### config.mk
export PLATFORM = sky130hd
export DESIGN_NAME = cbor_stream_tokenizer
export DESIGN_NICKNAME = d
export VERILOG_FILES = /design/src/hw/rtl/cst_pkg.sv /design/src/hw/rtl/cbor_stream_tokenizer.sv
export SDC_FILE = /design/constraint.sdc
export NUM_CORES = 1
export LEC_CHECK = 0
export BUFFER_PORTS_ARGS = -buffer_cell sky130_fd_sc_hd__buf_2
export CAP_MARGIN = 20
export CORE_AREA = 2 2 302 363
export CTS_BUF_LIST = sky130_fd_sc_hd__clkbuf_8
export DETAILED_ROUTE_END_ITERATION = 10
export DIE_AREA = 0 0 304 365
export GPL_ROUTABILITY_DRIVEN = 0
export PLACE_DENSITY = 0.51
export SYNTH_ARGS = -nofsm -noshare
export SYNTH_HDL_FRONTEND = slang
export SYNTH_SLANG_ARGS = --single-unit
### constraint.sdc
create_clock -name i_clk -period 7.3 [get_ports i_clk]
set_input_delay 0.73 -clock i_clk [delete_from_list [all_inputs] [get_ports i_clk]]
set_output_delay 0.73 -clock i_clk [all_outputs]
set_load 0.01 [all_outputs]
### src/hw/rtl/cst_pkg.sv
package cst_pkg;

    localparam int unsigned NestDepthDefault = 16;
    localparam logic [15:0] MaxStrReset = 16'd1024;
    localparam logic [15:0] MaxTagReset = 16'hFFFF;

    localparam logic [3:0] TK_INT    = 4'd0;
    localparam logic [3:0] TK_NULL   = 4'd7;
    localparam logic [3:0] TK_UNDEF  = 4'd8;
    localparam logic [3:0] TK_BOOL   = 4'd6;
    localparam logic [3:0] TK_TAG    = 4'd5;
    localparam logic [3:0] TK_SBYTE  = 4'd9;
    localparam logic [3:0] TK_ERROR  = 4'd10;

    localparam logic [3:0] ERR_NONE  = 4'd0;
    localparam logic [3:0] ERR_ARG   = 4'd1;
    localparam logic [3:0] ERR_INT   = 4'd2;
    localparam logic [3:0] ERR_STR   = 4'd3;
    localparam logic [3:0] ERR_TAG   = 4'd4;
    localparam logic [3:0] ERR_SIMP  = 4'd5;
    localparam logic [3:0] ERR_KEY   = 4'd6;
    localparam logic [3:0] ERR_TRUNC = 4'd7;
    localparam logic [3:0] ERR_TRAIL = 4'd8;
    localparam logic [3:0] ERR_DEEP  = 4'd9;

    localparam logic [1:0] SK_ARRAY = 2'd0;
    localparam logic [1:0] SK_MAP   = 2'd1;
    localparam logic [1:0] SK_TAG   = 2'd2;

    localparam logic [0:0] REG_MAX_STR = 1'd0;
    localparam logic [0:0] REG_MAX_TAG = 1'd1;

endpackage

### src/hw/rtl/cbor_stream_tokenizer.sv
// a byte is taken in ST_IDLE and decoded in ST_DECODE; a token it makes passes ST_OUT to
// the registered output, and a token that completes an item first walks the stack in ST_WALK
// o_stall is high outside ST_IDLE, so no byte is taken until the last one is done; the stack
// read is registered, so each closed level costs a write in ST_WALK and a read in ST_WALK_RD
// a token still waiting at the output holds the next byte in decode until it is taken
// reset (i_rst_n low, synchronous): parser waits for a header, stack empty, output empty,
// limits back to 1024 and 65535; stack memory keeps old contents
module cbor_stream_tokenizer
    import cst_pkg::*;
#(
    parameter int unsigned NEST_DEPTH = NestDepthDefault
) (
    input  logic               i_clk,
    input  logic               i_rst_n,
    input  logic               i_valid,
    output logic               o_stall,
    input  logic [7:0]         i_data_byte,
    input  logic               i_last_byte,
    output logic               o_valid,
    input  logic               i_stall,
    output logic [3:0]         o_token_kind,
    output logic signed [32:0] o_token_value,
    output logic [4:0]         o_nest_depth,
    output logic               o_is_map_key,
    output logic               o_string_end,
    output logic [3:0]         o_error_code,
    output logic               o_message_end,
    input  logic               psel,
    input  logic               penable,
    input  logic               pwrite,
    input  logic [2:0]         paddr,
    input  logic [31:0]        pwdata,
    output logic [31:0]        prdata,
    output logic               pready
);

    localparam int unsigned SpW = $clog2(NEST_DEPTH + 1);
    localparam int unsigned IxW = (NEST_DEPTH > 1) ? $clog2(NEST_DEPTH) : 1;

    typedef enum logic [2:0] {
        ST_IDLE, ST_DECODE, ST_WALK_RD, ST_WALK, ST_OUT
    } t_state;

    typedef enum logic [2:0] {
        PH_HEAD, PH_ARG, PH_PAY, PH_DONE, PH_SWALLOW
    } t_phase;

    logic [31:0] r_items [NEST_DEPTH];
    logic [1:0]  r_skind [NEST_DEPTH];
    logic        r_skey  [NEST_DEPTH];

    t_state      r_state;
    t_phase      r_phase;
    logic [2:0]  r_arg_left;
    logic [2:0]  r_major;
    logic [31:0] r_acc;
    logic [15:0] r_pay_left;
    logic [SpW-1:0] r_sp;
    logic [15:0] r_max_str, r_max_tag;
    logic [7:0]  r_byte;
    logic        r_last;
    // registered top-of-stack read
    logic [31:0] r_top_items;
    logic [1:0]  r_top_kind;
    logic        r_top_key;
    logic        r_out_valid;
    logic [3:0]  r_kind;
    logic [32:0] r_value;
    logic [4:0]  r_depth;
    logic        r_key, r_send, r_mend;
    logic [3:0]  r_err;

    logic [IxW-1:0] w_top_ix;
    logic           w_in_key;
    logic           w_cfg_wr;

    assign w_top_ix = IxW'(r_sp - SpW'(1));
    assign w_in_key = (r_sp != '0) && (r_top_kind == SK_MAP) && r_top_key;
    assign w_cfg_wr = psel && penable && pwrite;
    assign pready   = 1'b1;
    assign prdata   = (paddr[2] == REG_MAX_TAG) ? {16'd0, r_max_tag} : {16'd0, r_max_str};
    assign o_stall  = (r_state != ST_IDLE);
    assign o_valid  = r_out_valid;
    assign o_token_kind  = r_kind;
    assign o_token_value = r_value;
    assign o_nest_depth  = r_depth;
    assign o_is_map_key  = r_key;
    assign o_string_end  = r_send;
    assign o_error_code  = r_err;
    assign o_message_end = r_mend;

    // stack memory: one write port, read of the top registered
    logic           n_wr_en;
    logic [IxW-1:0] n_wr_ix;
    logic [31:0]    n_wr_items;
    logic [1:0]     n_wr_kind;
    logic           n_wr_key;

    always_ff @(posedge i_clk) begin
        if (n_wr_en) begin
            r_items[n_wr_ix] <= n_wr_items;
            r_skind[n_wr_ix] <= n_wr_kind;
            r_skey[n_wr_ix]  <= n_wr_key;
        end
        r_top_items <= r_items[w_top_ix];
        r_top_kind  <= r_skind[w_top_ix];
        r_top_key   <= r_skey[w_top_ix];
    end

    // decode combinational results
    logic [4:0]  w_ai;
    logic [2:0]  w_mt;
    logic [31:0] w_arg;
    logic [31:0] w_acc_sh;

    assign w_mt     = r_byte[7:5];
    assign w_ai     = r_byte[4:0];
    assign w_acc_sh = {r_acc[23:0], r_byte};

    t_state         n_state;
    t_phase         n_phase;
    logic [2:0]     n_arg_left, n_major;
    logic [31:0]    n_acc;
    logic [15:0]    n_pay_left;
    logic [SpW-1:0] n_sp;
    logic           n_out_valid;
    logic [3:0]     n_kind, n_err;
    logic [32:0]    n_value;
    logic [4:0]     n_depth;
    logic           n_key, n_send, n_mend;

    always_comb begin
        logic       hdr;
        logic       tok;
        logic       walk;
        logic [3:0] ferr;
        logic [2:0] mt;
        n_state = r_state; n_phase = r_phase; n_arg_left = r_arg_left; n_major = r_major;
        n_acc = r_acc; n_pay_left = r_pay_left; n_sp = r_sp; n_out_valid = r_out_valid;
        n_kind = r_kind; n_err = r_err; n_value = r_value; n_depth = r_depth;
        n_key = r_key; n_send = r_send; n_mend = r_mend;
        n_wr_en = 1'b0; n_wr_ix = w_top_ix; n_wr_items = r_top_items;
        n_wr_kind = r_top_kind; n_wr_key = r_top_key;
        hdr = 1'b0; tok = 1'b0; walk = 1'b0; ferr = ERR_NONE;
        w_arg = 32'd0; mt = r_major;
        if (o_valid && !i_stall) n_out_valid = 1'b0;
        case (r_state)
            ST_IDLE: begin
                if (i_valid && !o_stall) n_state = ST_DECODE;
            end
            ST_DECODE: begin
                if (r_out_valid && i_stall) begin
                    // previous token still waiting at the output
                    n_state = ST_DECODE;
                end else begin
                    n_state = ST_IDLE;
                    case (r_phase)
                        PH_SWALLOW: begin
                            if (r_last) n_phase = PH_HEAD;
                        end
                        PH_DONE: ferr = ERR_TRAIL;
                        PH_ARG: begin
                            n_acc = w_acc_sh;
                            n_arg_left = r_arg_left - 3'd1;
                            if (r_arg_left == 3'd1) begin
                                hdr = 1'b1; w_arg = w_acc_sh;
                            end else if (r_last) begin
                                ferr = ERR_TRUNC;
                            end
                        end
                        PH_PAY: begin
                            tok = 1'b1;
                            n_kind = TK_SBYTE; n_value = {25'd0, r_byte};
                            n_send = (r_pay_left == 16'd1);
                            n_pay_left = r_pay_left - 16'd1;
                            if (r_pay_left == 16'd1) begin
                                n_phase = PH_HEAD; walk = 1'b1;
                            end else if (r_last) begin
                                ferr = ERR_TRUNC;
                            end
                        end
                        default: begin
                            n_major = w_mt; mt = w_mt;
                            if (w_ai > 5'd26) ferr = ERR_ARG;
                            else if (w_mt == 3'd7 && w_ai >= 5'd24) ferr = ERR_SIMP;
                            else if (w_ai < 5'd24) begin
                                hdr = 1'b1; w_arg = {27'd0, w_ai};
                            end else begin
                                n_arg_left = (w_ai == 5'd24) ? 3'd1 :
                                             (w_ai == 5'd25 ? 3'd2 : 3'd4);
                                n_acc = 32'd0; n_phase = PH_ARG;
                                if (r_last) ferr = ERR_TRUNC;
                            end
                        end
                    endcase
                    if (hdr) begin
                        n_phase = PH_HEAD;
                        n_value = {1'b0, w_arg};
                        case (mt)
                            3'd0, 3'd1: begin
                                if (w_arg[31]) ferr = ERR_INT;
                                else begin
                                    tok = 1'b1; walk = 1'b1; n_kind = TK_INT;
                                    n_value = (mt == 3'd0) ? {1'b0, w_arg} : ~{1'b0, w_arg};
                                end
                            end
                            3'd2, 3'd3: begin
                                if (w_arg != 0 && r_last) ferr = ERR_TRUNC;
                                else if (w_arg > {16'd0, r_max_str}) ferr = ERR_STR;
                                else if (w_in_key && mt == 3'd2) ferr = ERR_KEY;
                                else begin
                                    tok = 1'b1; n_kind = {1'b0, mt} - 4'd1;
                                    if (w_arg == 0) walk = 1'b1;
                                    else begin
                                        n_pay_left = w_arg[15:0]; n_phase = PH_PAY;
                                    end
                                end
                            end
                            3'd4, 3'd5, 3'd6: begin
                                if (mt == 3'd6 && w_arg > {16'd0, r_max_tag}) ferr = ERR_TAG;
                                else if (w_in_key) ferr = ERR_KEY;
                                else if (mt != 3'd6 && w_arg == 0) begin
                                    tok = 1'b1; walk = 1'b1; n_kind = {1'b0, mt} - 4'd1;
                                end else if (r_sp >= SpW'(NEST_DEPTH)) ferr = ERR_DEEP;
                                else begin
                                    tok = 1'b1;
                                    n_kind = (mt == 3'd6) ? TK_TAG : {1'b0, mt} - 4'd1;
                                    n_wr_en = 1'b1; n_wr_ix = IxW'(r_sp);
                                    n_wr_items = (mt == 3'd6) ? 32'd1 : w_arg;
                                    n_wr_kind = (mt == 3'd4) ? SK_ARRAY :
                                                (mt == 3'd5 ? SK_MAP : SK_TAG);
                                    n_wr_key = (mt == 3'd5);
                                    n_sp = r_sp + SpW'(1);
                                    if (r_last) ferr = ERR_TRUNC;
                                end
                            end
                            default: begin
                                if (w_arg < 32'd20 || w_arg > 32'd23) ferr = ERR_SIMP;
                                else if (w_in_key) ferr = ERR_KEY;
                                else begin
                                    tok = 1'b1; walk = 1'b1;
                                    n_kind = (w_arg < 32'd22) ? TK_BOOL :
                                             (w_arg == 32'd22 ? TK_NULL : TK_UNDEF);
                                    n_value = {32'd0, w_arg == 32'd21};
                                end
                            end
                        endcase
                    end
                    if (tok) begin
                        n_depth = 5'(r_sp); n_key = w_in_key; n_err = ERR_NONE;
                        n_mend = 1'b0;
                        if (!n_send || r_phase != PH_PAY) n_send = (r_phase == PH_PAY) && n_send;
                        if (walk) n_state = ST_WALK;
                        else if (ferr == ERR_NONE) n_state = ST_OUT;
                    end
                    if (ferr != ERR_NONE) begin
                        n_kind = TK_ERROR; n_value = '0; n_depth = '0; n_key = 1'b0;
                        n_send = 1'b0; n_err = ferr; n_mend = 1'b1; n_sp = '0;
                        n_pay_left = '0; n_arg_left = '0;
                        n_phase = r_last ? PH_HEAD : PH_SWALLOW;
                        n_state = ST_OUT;
                    end
                end
            end
            ST_WALK_RD: n_state = ST_WALK;
            ST_WALK: begin
                // one stack level per visit, a pop passes ST_WALK_RD for the registered read
                if (r_sp == '0) begin
                    n_mend = r_last; n_phase = r_last ? PH_HEAD : PH_DONE;
                    n_state = ST_OUT;
                end else if (r_top_kind == SK_MAP && r_top_key) begin
                    n_wr_en = 1'b1; n_wr_key = 1'b0;
                    n_state = r_last ? ST_IDLE : ST_OUT;
                end else begin
                    n_wr_en = 1'b1; n_wr_items = r_top_items - 32'd1;
                    n_wr_key = (r_top_kind == SK_MAP);
                    if (r_top_items != 32'd1) n_state = r_last ? ST_IDLE : ST_OUT;
                    else begin
                        n_sp = r_sp - SpW'(1); n_state = ST_WALK_RD;
                    end
                end
                if (n_state == ST_IDLE) begin
                    n_kind = TK_ERROR; n_value = '0; n_depth = '0; n_key = 1'b0;
                    n_send = 1'b0; n_err = ERR_TRUNC; n_mend = 1'b1; n_sp = '0;
                    n_pay_left = '0; n_arg_left = '0; n_phase = PH_HEAD;
                    n_state = ST_OUT;
                end
            end
            ST_OUT: begin
                n_out_valid = 1'b1; n_state = ST_IDLE;
            end
            default: n_state = ST_IDLE;
        endcase
    end

    always_ff @(posedge i_clk) begin
        if (!i_rst_n) begin
            r_state <= ST_IDLE; r_phase <= PH_HEAD; r_arg_left <= '0; r_major <= '0;
            r_acc <= '0; r_pay_left <= '0; r_sp <= '0; r_out_valid <= 1'b0;
            r_max_str <= MaxStrReset; r_max_tag <= MaxTagReset;
        end else begin
            r_state <= n_state; r_phase <= n_phase; r_arg_left <= n_arg_left;
            r_major <= n_major; r_acc <= n_acc; r_pay_left <= n_pay_left; r_sp <= n_sp;
            r_out_valid <= n_out_valid;
            if (w_cfg_wr && paddr[1:0] == 2'd0) begin
                if (paddr[2] == REG_MAX_STR) r_max_str <= pwdata[15:0];
                else r_max_tag <= pwdata[15:0];
            end
        end
        if (r_state == ST_IDLE && i_valid && !o_stall) begin
            r_byte <= i_data_byte; r_last <= i_last_byte;
        end
        r_kind <= n_kind; r_value <= n_value; r_depth <= n_depth; r_key <= n_key;
        r_send <= n_send; r_err <= n_err; r_mend <= n_mend;
    end

    a_sp_bound: assert property (@(posedge i_clk) disable iff (!i_rst_n)
        r_sp <= SpW'(NEST_DEPTH)) else $error("stack pointer past depth");
    a_err_ends: assert property (@(posedge i_clk) disable iff (!i_rst_n)
        (o_valid && o_token_kind == TK_ERROR) |-> (o_message_end && o_error_code != ERR_NONE))
        else $error("error token without message end");
    a_no_take_busy: assert property (@(posedge i_clk) disable iff (!i_rst_n)
        (r_state != ST_IDLE) |-> o_stall) else $error("request taken while busy");
    a_swallow_quiet: assert property (@(posedge i_clk) disable iff (!i_rst_n)
        (r_state == ST_DECODE && r_phase == PH_SWALLOW) |=> !$rose(o_valid))
        else $error("result while swallowing");

endmodule
Word-level counts from Yosys, hierarchy flattened:

Memory sizes are Yosys's and may differ from the RTL's. A register that Yosys moved wholly into a read port is not among the register bits.
Index checks and enable logic that the tools add are counted.

* memory bits (read-only): 0
* latch bits: 0
* output and inout port bits: 84
* input port bits: 51
* memories kept: 3
* logic and storage cells: 399
* memory bits (writable): 560
* flip-flop bits (word level): 148

* bitwise operators: 4
* muxes and demuxes: 252
* $mul: 0
* equal/unequal tests: 53
* magnitude comparators: 9
* reduce and logical (&&, ||, !) cells: 53
* add/subtract/negate cells: 6
* div/mod/pow operators: 0
* shift operators: 0

Memories
* r_items: words 16, width 32, read ports 1, clocked after memory_dff 1, write ports 1, line cbor_stream_tokenizer.sv:48 `logic [31:0] r_items [NEST_DEPTH];`
* r_skind: words 16, width 2, read ports 1, clocked after memory_dff 1, write ports 1, line cbor_stream_tokenizer.sv:49 `logic [1:0] r_skind [NEST_DEPTH];`
* r_skey: words 16, width 1, read ports 1, clocked after memory_dff 1, write ports 1, line cbor_stream_tokenizer.sv:50 `logic r_skey [NEST_DEPTH];`

Operators with widths (number)
* 2-to-1 mux 32 bit: 15
* 2-to-1 mux 33 bit: 7
* 2-to-1 mux 4 bit: 47
* 2-to-1 mux 16 bit: 11
* case mux 33 bit (2 select lines): 2
* case mux 32 bit (2 select lines): 2
* 2-to-1 mux 3 bit: 36
* 2-to-1 mux 5 bit: 19
* 2-to-1 mux 1 bit: 72
* 2-to-1 mux 24 bit: 3
* == test 32 x 5 -> 1 bit, second input constant: 2
* > comparator 32 x 16 -> 1 bit: 2
* < comparator 32 x 5 -> 1 bit, second input constant: 2
* case mux 24 bit (2 select lines): 1
* inequality test 3 bit, second input constant: 12
* NOT 32 -> 33 bit: 1
* > comparator 32 x 5 -> 1 bit, second input constant: 1
* zero test 32 bit: 1
* 2-to-1 mux 2 bit: 16
* inequality test 32 x 1 -> 1 bit, second input constant: 1
* case mux 16 bit (2 select lines): 1
* nonzero test 32 bit: 1
* subtractor 32 x 1 -> 32 bit, second input constant: 1
* case mux 4 bit (3 select lines): 2
* other kinds (52): 119

Depth between registers and ports, before layout:

* depth in word-level cells: 23
* gate-level depth with buffers: 22
* mapped depth without buffers: 19

Least setup slack after synthesis:

No wires, ideal clock.

* path kind: register to register
* start point: register r_phase[0]
* end point: memory r_items[12][0], enable pin
* period minus slack after synthesis: 6116 ps
* arrival: 5689 ps
* library setup time: 427 ps
* required time: 6873 ps
* slack: 1184 ps
* cell stages (with the launch flop): 21
* path buffers: 5
* path through: dfxtp_1 > or3b_1 > buf_2 > nor2_4 > buf_1 > buf_1 > nand2_1 > inv_1 > ha_1 > nand4_1 > nor2_1 > o31a_1 > a2111oi_0 > o21a_1 > nand3_1 > or3_1 > clkbuf_1 > clkbuf_1 > nor3_1 > a31oi_1 > nor2_1

* cells in the longest elaborated chain, start to end: 16
* elaborated cells between the ends (all ways): 40
* classes of those cells: 1 x order compare; 8 x eq/ne; 25 x mux; 6 x reduce/logical

Ends and longest elaborated chain
* from (decl): line cbor_stream_tokenizer.sv:53 `t_phase r_phase;`
* from (signal assigned): line cbor_stream_tokenizer.sv:302 `r_state <= n_state; r_phase <= n_phase; r_arg_left <= n_arg_left;`
* parallel branches: the longest is 16 deep, another holds > comparator 32 x 16 -> 1 bit
* to (decl): line cbor_stream_tokenizer.sv:48

Parallel ways; which one is timed is not known. The select of a mux whose other input is x is not followed.

Final worst setup path:

* start point: register r_phase[0]
* end point: register r_value[7], in the netlist o_token_value[7] (data pin)

* cells in the longest elaborated chain, start to end: 18
* elaborated cells between the ends (all ways): 65
* classes of those cells: 4 x order compare; 11 x eq/ne; 34 x mux; 1 x bitwise; 15 x reduce/logical

Ends and longest elaborated chain
* parallel branches: the longest is 15 deep, another holds > comparator 32 x 16 -> 1 bit
* 2-to-1 mux 33 bit (*): line cbor_stream_tokenizer.sv:256 `if (ferr != ERR_NONE) begin`
* 2-to-1 mux 33 bit (*): line cbor_stream_tokenizer.sv:152 `if (r_out_valid && i_stall) begin`
* case mux 33 bit (2 select lines) (*): line cbor_stream_tokenizer.sv:147 `case (r_state)`
* to (signal assigned): line cbor_stream_tokenizer.sv:313 `r_kind <= n_kind; r_value <= n_value; r_depth <= n_depth; r_key <= n_key;`
* to (decl): line cbor_stream_tokenizer.sv:68 `logic [32:0] r_value;`

Mark *: on every way between the ends. The select of a mux whose other input is x is not followed.
A chain may end at the register's enable or synchronous reset.

==> summary.txt <==
Outcome
  – Status: completed

Min path
  – Hold Path Sink: r_byte[3]
  – Worst Hold Class: in2reg
  – Hold Path Stages: 1
  – Hold path startpoint: i_data_byte[3]

Floorplan
  – Row cnt: about 130
  – Die height: approximately 370 um
  – Horiz. Die Dim: approximately 300 um
  – I/O pin count: between 100 and 150
  – Die area: roughly 110000 sq um
  – Starting Density: 0.2980
  – Core ar.: 107500 sq um

Detailed routing
  – Vias per std cell: 5.267
  – DRC: 0
  – WL per Instance: 23.94 um
  – Final wirelength: 92090 um
  – Antenna-violating nets left: 0
  – DR WL met2: approximately 47000 um
  – Via count: 20260
  – DR iter-0 viols: about 1800
  – WL met3: 4859 um
  – Highest layer used for signal routing: met4
  – Pre-antenna DRT Iters: 6
  – Met1 wire length: 36380 um

Critical path
  – RR Endpoint: o_token_value[7]
  – Crit path max fanout: 19
  – Crit path cell chain: or3b_1, nor2_4, a21o_1, nand2_1, ha_1, nand4_1, nor4_1, a211oi_1, or3_1, a211oi_1, o221ai_1, o31ai_1, nand4_1, buf_4, a31o_2, nor2_1
  – Slowest stage cell, crit path: dfxtp_1
  – Worst r2r src: r_phase[0]
  – Crit path capture type: flop
  – Setup crit start kind: flop
  – CP required: 7.87 ns
  – R2R Setup Slk: between 0.7 and 0.8 ns
  – Crit path DAT: 7.10 ns
  – Worst r2r path cells: 16
  – CP max stage delay: 0.56 ns
  – CP Class: reg2reg

Yosys
  – Library cells used by synthesis: 86
  – Post-synthesis async set-or-reset flop share: 0
  – Cell Area, Synth: 32040 sq um
  – Seq/Total Area, Yosys: 0.6574
  – Synth Instances: 2142
  – EDFF count, synth: 618
  – Warnings from Yosys: 0
  – Main synth FF type: edfxtp_1
  – FF+latch count, synth: 743
  – Syn Area/Cell: 14.96 sq um

STA
  – Clock Skew: 0.05325 ns
  – # setup viols final: 0
  – Achievable Freq: 153.1 MHz
  – Final hold violation count: 0
  – RSZ-0062 raised after global routing: no
  – Final min period: 6.532 ns
  – Max-slew headroom: 0.2994
  – TNS Setup: 0 ns
  – Worst-Margin Slew: 1.046 ns
  – Final Max Slew Viols: 0
  – Period utilization: 0.8948

Clock network
  – CTS tree: yes
  – Clock latency on the worst-skew pair: 0.76 ns
  – H-tree lvl count: 3
  – Hold Buf Count CTS: 0
  – Inserted Clock Buffers: 119
  – CTS root buf: clkbuf_8
  – Clock transition at the registers of the reported paths: about 0.060 ns
  – Setup bufs post-CTS: 0
  – CTS Buffer Depth: 3
  – CTS resizes: 0
  – CTS Sinks: between 700 and 800

Finish
  – Nets@finish: 2429
  – Design Area, Final: between 30000 and 40000 sq um
  – Area growth, synth to finish: 15.92%
  – Proportion of layout cells with a drive suffix above 1: 0.2345
  – Leading cell type in the layout, fill and taps excluded: edfxtp_1
  – Most frequent cells in the layout: 618 x edfxtp_1, 176 x nand2_1, 175 x mux4_2
  – Fin util: 0.3454

Global routing
  – GRT Total Usage: 0.1626
  – Total gr overflow: 0
  – Largest net degree at the start of global routing: between 100 and 150
  – First-pass GRT wire length: 134700 um
  – Initial antenna violation count: 2
  – Vias in the first global route: 20560

Placement
  – Post-place instance area: 34620 sq um
  – IO buf count: 101
  – Post-DP HPWL: 57630 um

Pwr
  – Switching Share: 0.3868
  – Final Power: 15.79 mW
  – Sequential share of power: 0.380
  – VDD IR-drop max: around 260 uV
  – Logic pwr share: 0.397
  – Psw: 6.107 mW
  – Pwr Density: 425.1 nW/um^2
  – P_leak: 12.23 nW
  – Power Internal: 9.681 mW
  – Clock share of power: 0.222

Job
  – MaxCap Viol Count: 0
==> cells by family after synthesis <==
kind of cell | Yosys count | synth area share
compound gates | 398 | 0.08635
buf+inv | 197 | 0.02554
mux | 182 | 0.1253
fa+ha+maj | 45 | 0.01758
xor+xnor | 11 | 0.003008
other cells | 2 | 0.0002344
flops | 743 | 0.6574
simple gates | 564 | 0.08460
==> worst max-delay path: cells and delay by family, from the launching register on <==
kind	cells	cell delay, ns
adder cells (fa/ha/maj)	1	0.37
flip-flops	1	0.56
AND/OR/NAND/NOR	8	2.98
buffers and inverters	1	0.36
AO/OA/AOI/OAI	6	2.04
==> registers in the layout, summed over array words and instances (netlist names), 8 cells and up <==
signal,cells
o_token_value,33
r_acc,24
r_byte,8
r_items,512
r_max_str,16
r_max_tag,16
r_pay_left,16
r_skey,16
r_skind,32
r_top_items,32
==> per-layer routing <==
| metal | vias to the layer above | track usage |
|---|---|---|
| li1 | 8869 | - |
| met1 | 10440 | 0.1927 |
| met2 | 754 | 0.2930 |
| met3 | 197 | 0.02563 |
| met4 | 0 | 0.06936 |
| met5 | - | 0 |
==> power groups by stage <==
stage | Sequential (mW) | Combinational [mW] | Clock, mW
floorplan | 6.02 | 3.99 | 0
global placement | 6.10 | 6.04 | 0
detailed placement | 6.11 | 6.16 | 0
CTS | 6.02 | 6.17 | 3.61
global route | 6.05 | 6.72 | 3.78
finish | 6.01 | 6.27 | 3.51
==> metrics by stage <==
stage / instances / hold WS (ns) / setup slack [ns]
after global placement: 3602 / 0.4508 / 0.9382
final: 3847 / 0.1544 / 0.7679
after detailed placement: 3604 / 0.4601 / 0.9317
after floorplan: 2157 / 0.4363 / 1.184
after global routing: 3847 / 0.1029 / 0.4352
after CTS: 3831 / 0.07158 / 0.8567
==> final cells by class <==
type	instances	area (sq um)
multi-input combinational	1217	10380
fill	10290	70380
tap	1407	1760
timing repair buffer	184	1318
clock buffer	126	1734
inverter	68	255.2
clock inverter	101	620.6
antenna	1	2.502
sequential	743	21060
==> how the worst max path moves through the flow <==
stage / from / to / slack [ns] / cells after the start
after global placement: r_phase[0] / o_token_value[7] / 0.94 / 17
after CTS: r_phase[0] / o_error_code[3] / 0.86 / 15
final: r_phase[0] / o_token_value[7] / 0.77 / 16
after floorplan: r_phase[0] / r_items[12][0] / 1.18 / 20
after detailed placement: r_phase[0] / o_error_code[1] / 0.93 / 15
after global routing: r_phase[0] / r_items[4][30] / 0.44 / 18
==> Yosys cell counts, types with 10 or more instances <==
cell | n | area (sq um)
a211oi_1 | 20 | 150.1
a21boi_0 | 21 | 157.7
a21o_1 | 13 | 97.59
a21oi_1 | 81 | 405.4
a22oi_1 | 31 | 232.7
a311oi_1 | 15 | 131.4
a31oi_1 | 14 | 87.58
and2_1 | 11 | 68.82
buf_1 | 14 | 52.55
buf_4 | 19 | 142.6
clkbuf_1 | 90 | 337.8
dfxtp_1 | 125 | 2502
edfxtp_1 | 618 | 18560
ha_1 | 45 | 563.0
inv_1 | 67 | 251.5
mux4_2 | 175 | 3941
nand2_1 | 176 | 660.6
nand2b_1 | 10 | 62.56
nand3_1 | 55 | 275.3
nand4_1 | 19 | 118.9
nor2_1 | 140 | 525.5
nor2b_1 | 28 | 175.2
nor3_1 | 34 | 170.2
nor4_1 | 19 | 118.9
o211ai_1 | 33 | 247.7
o21ai_0 | 67 | 335.3
o221ai_1 | 19 | 166.4
o22ai_1 | 12 | 75.07
or2_2 | 10 | 62.56
or3_1 | 18 | 112.6
Power figures use the tool's default switching activity.
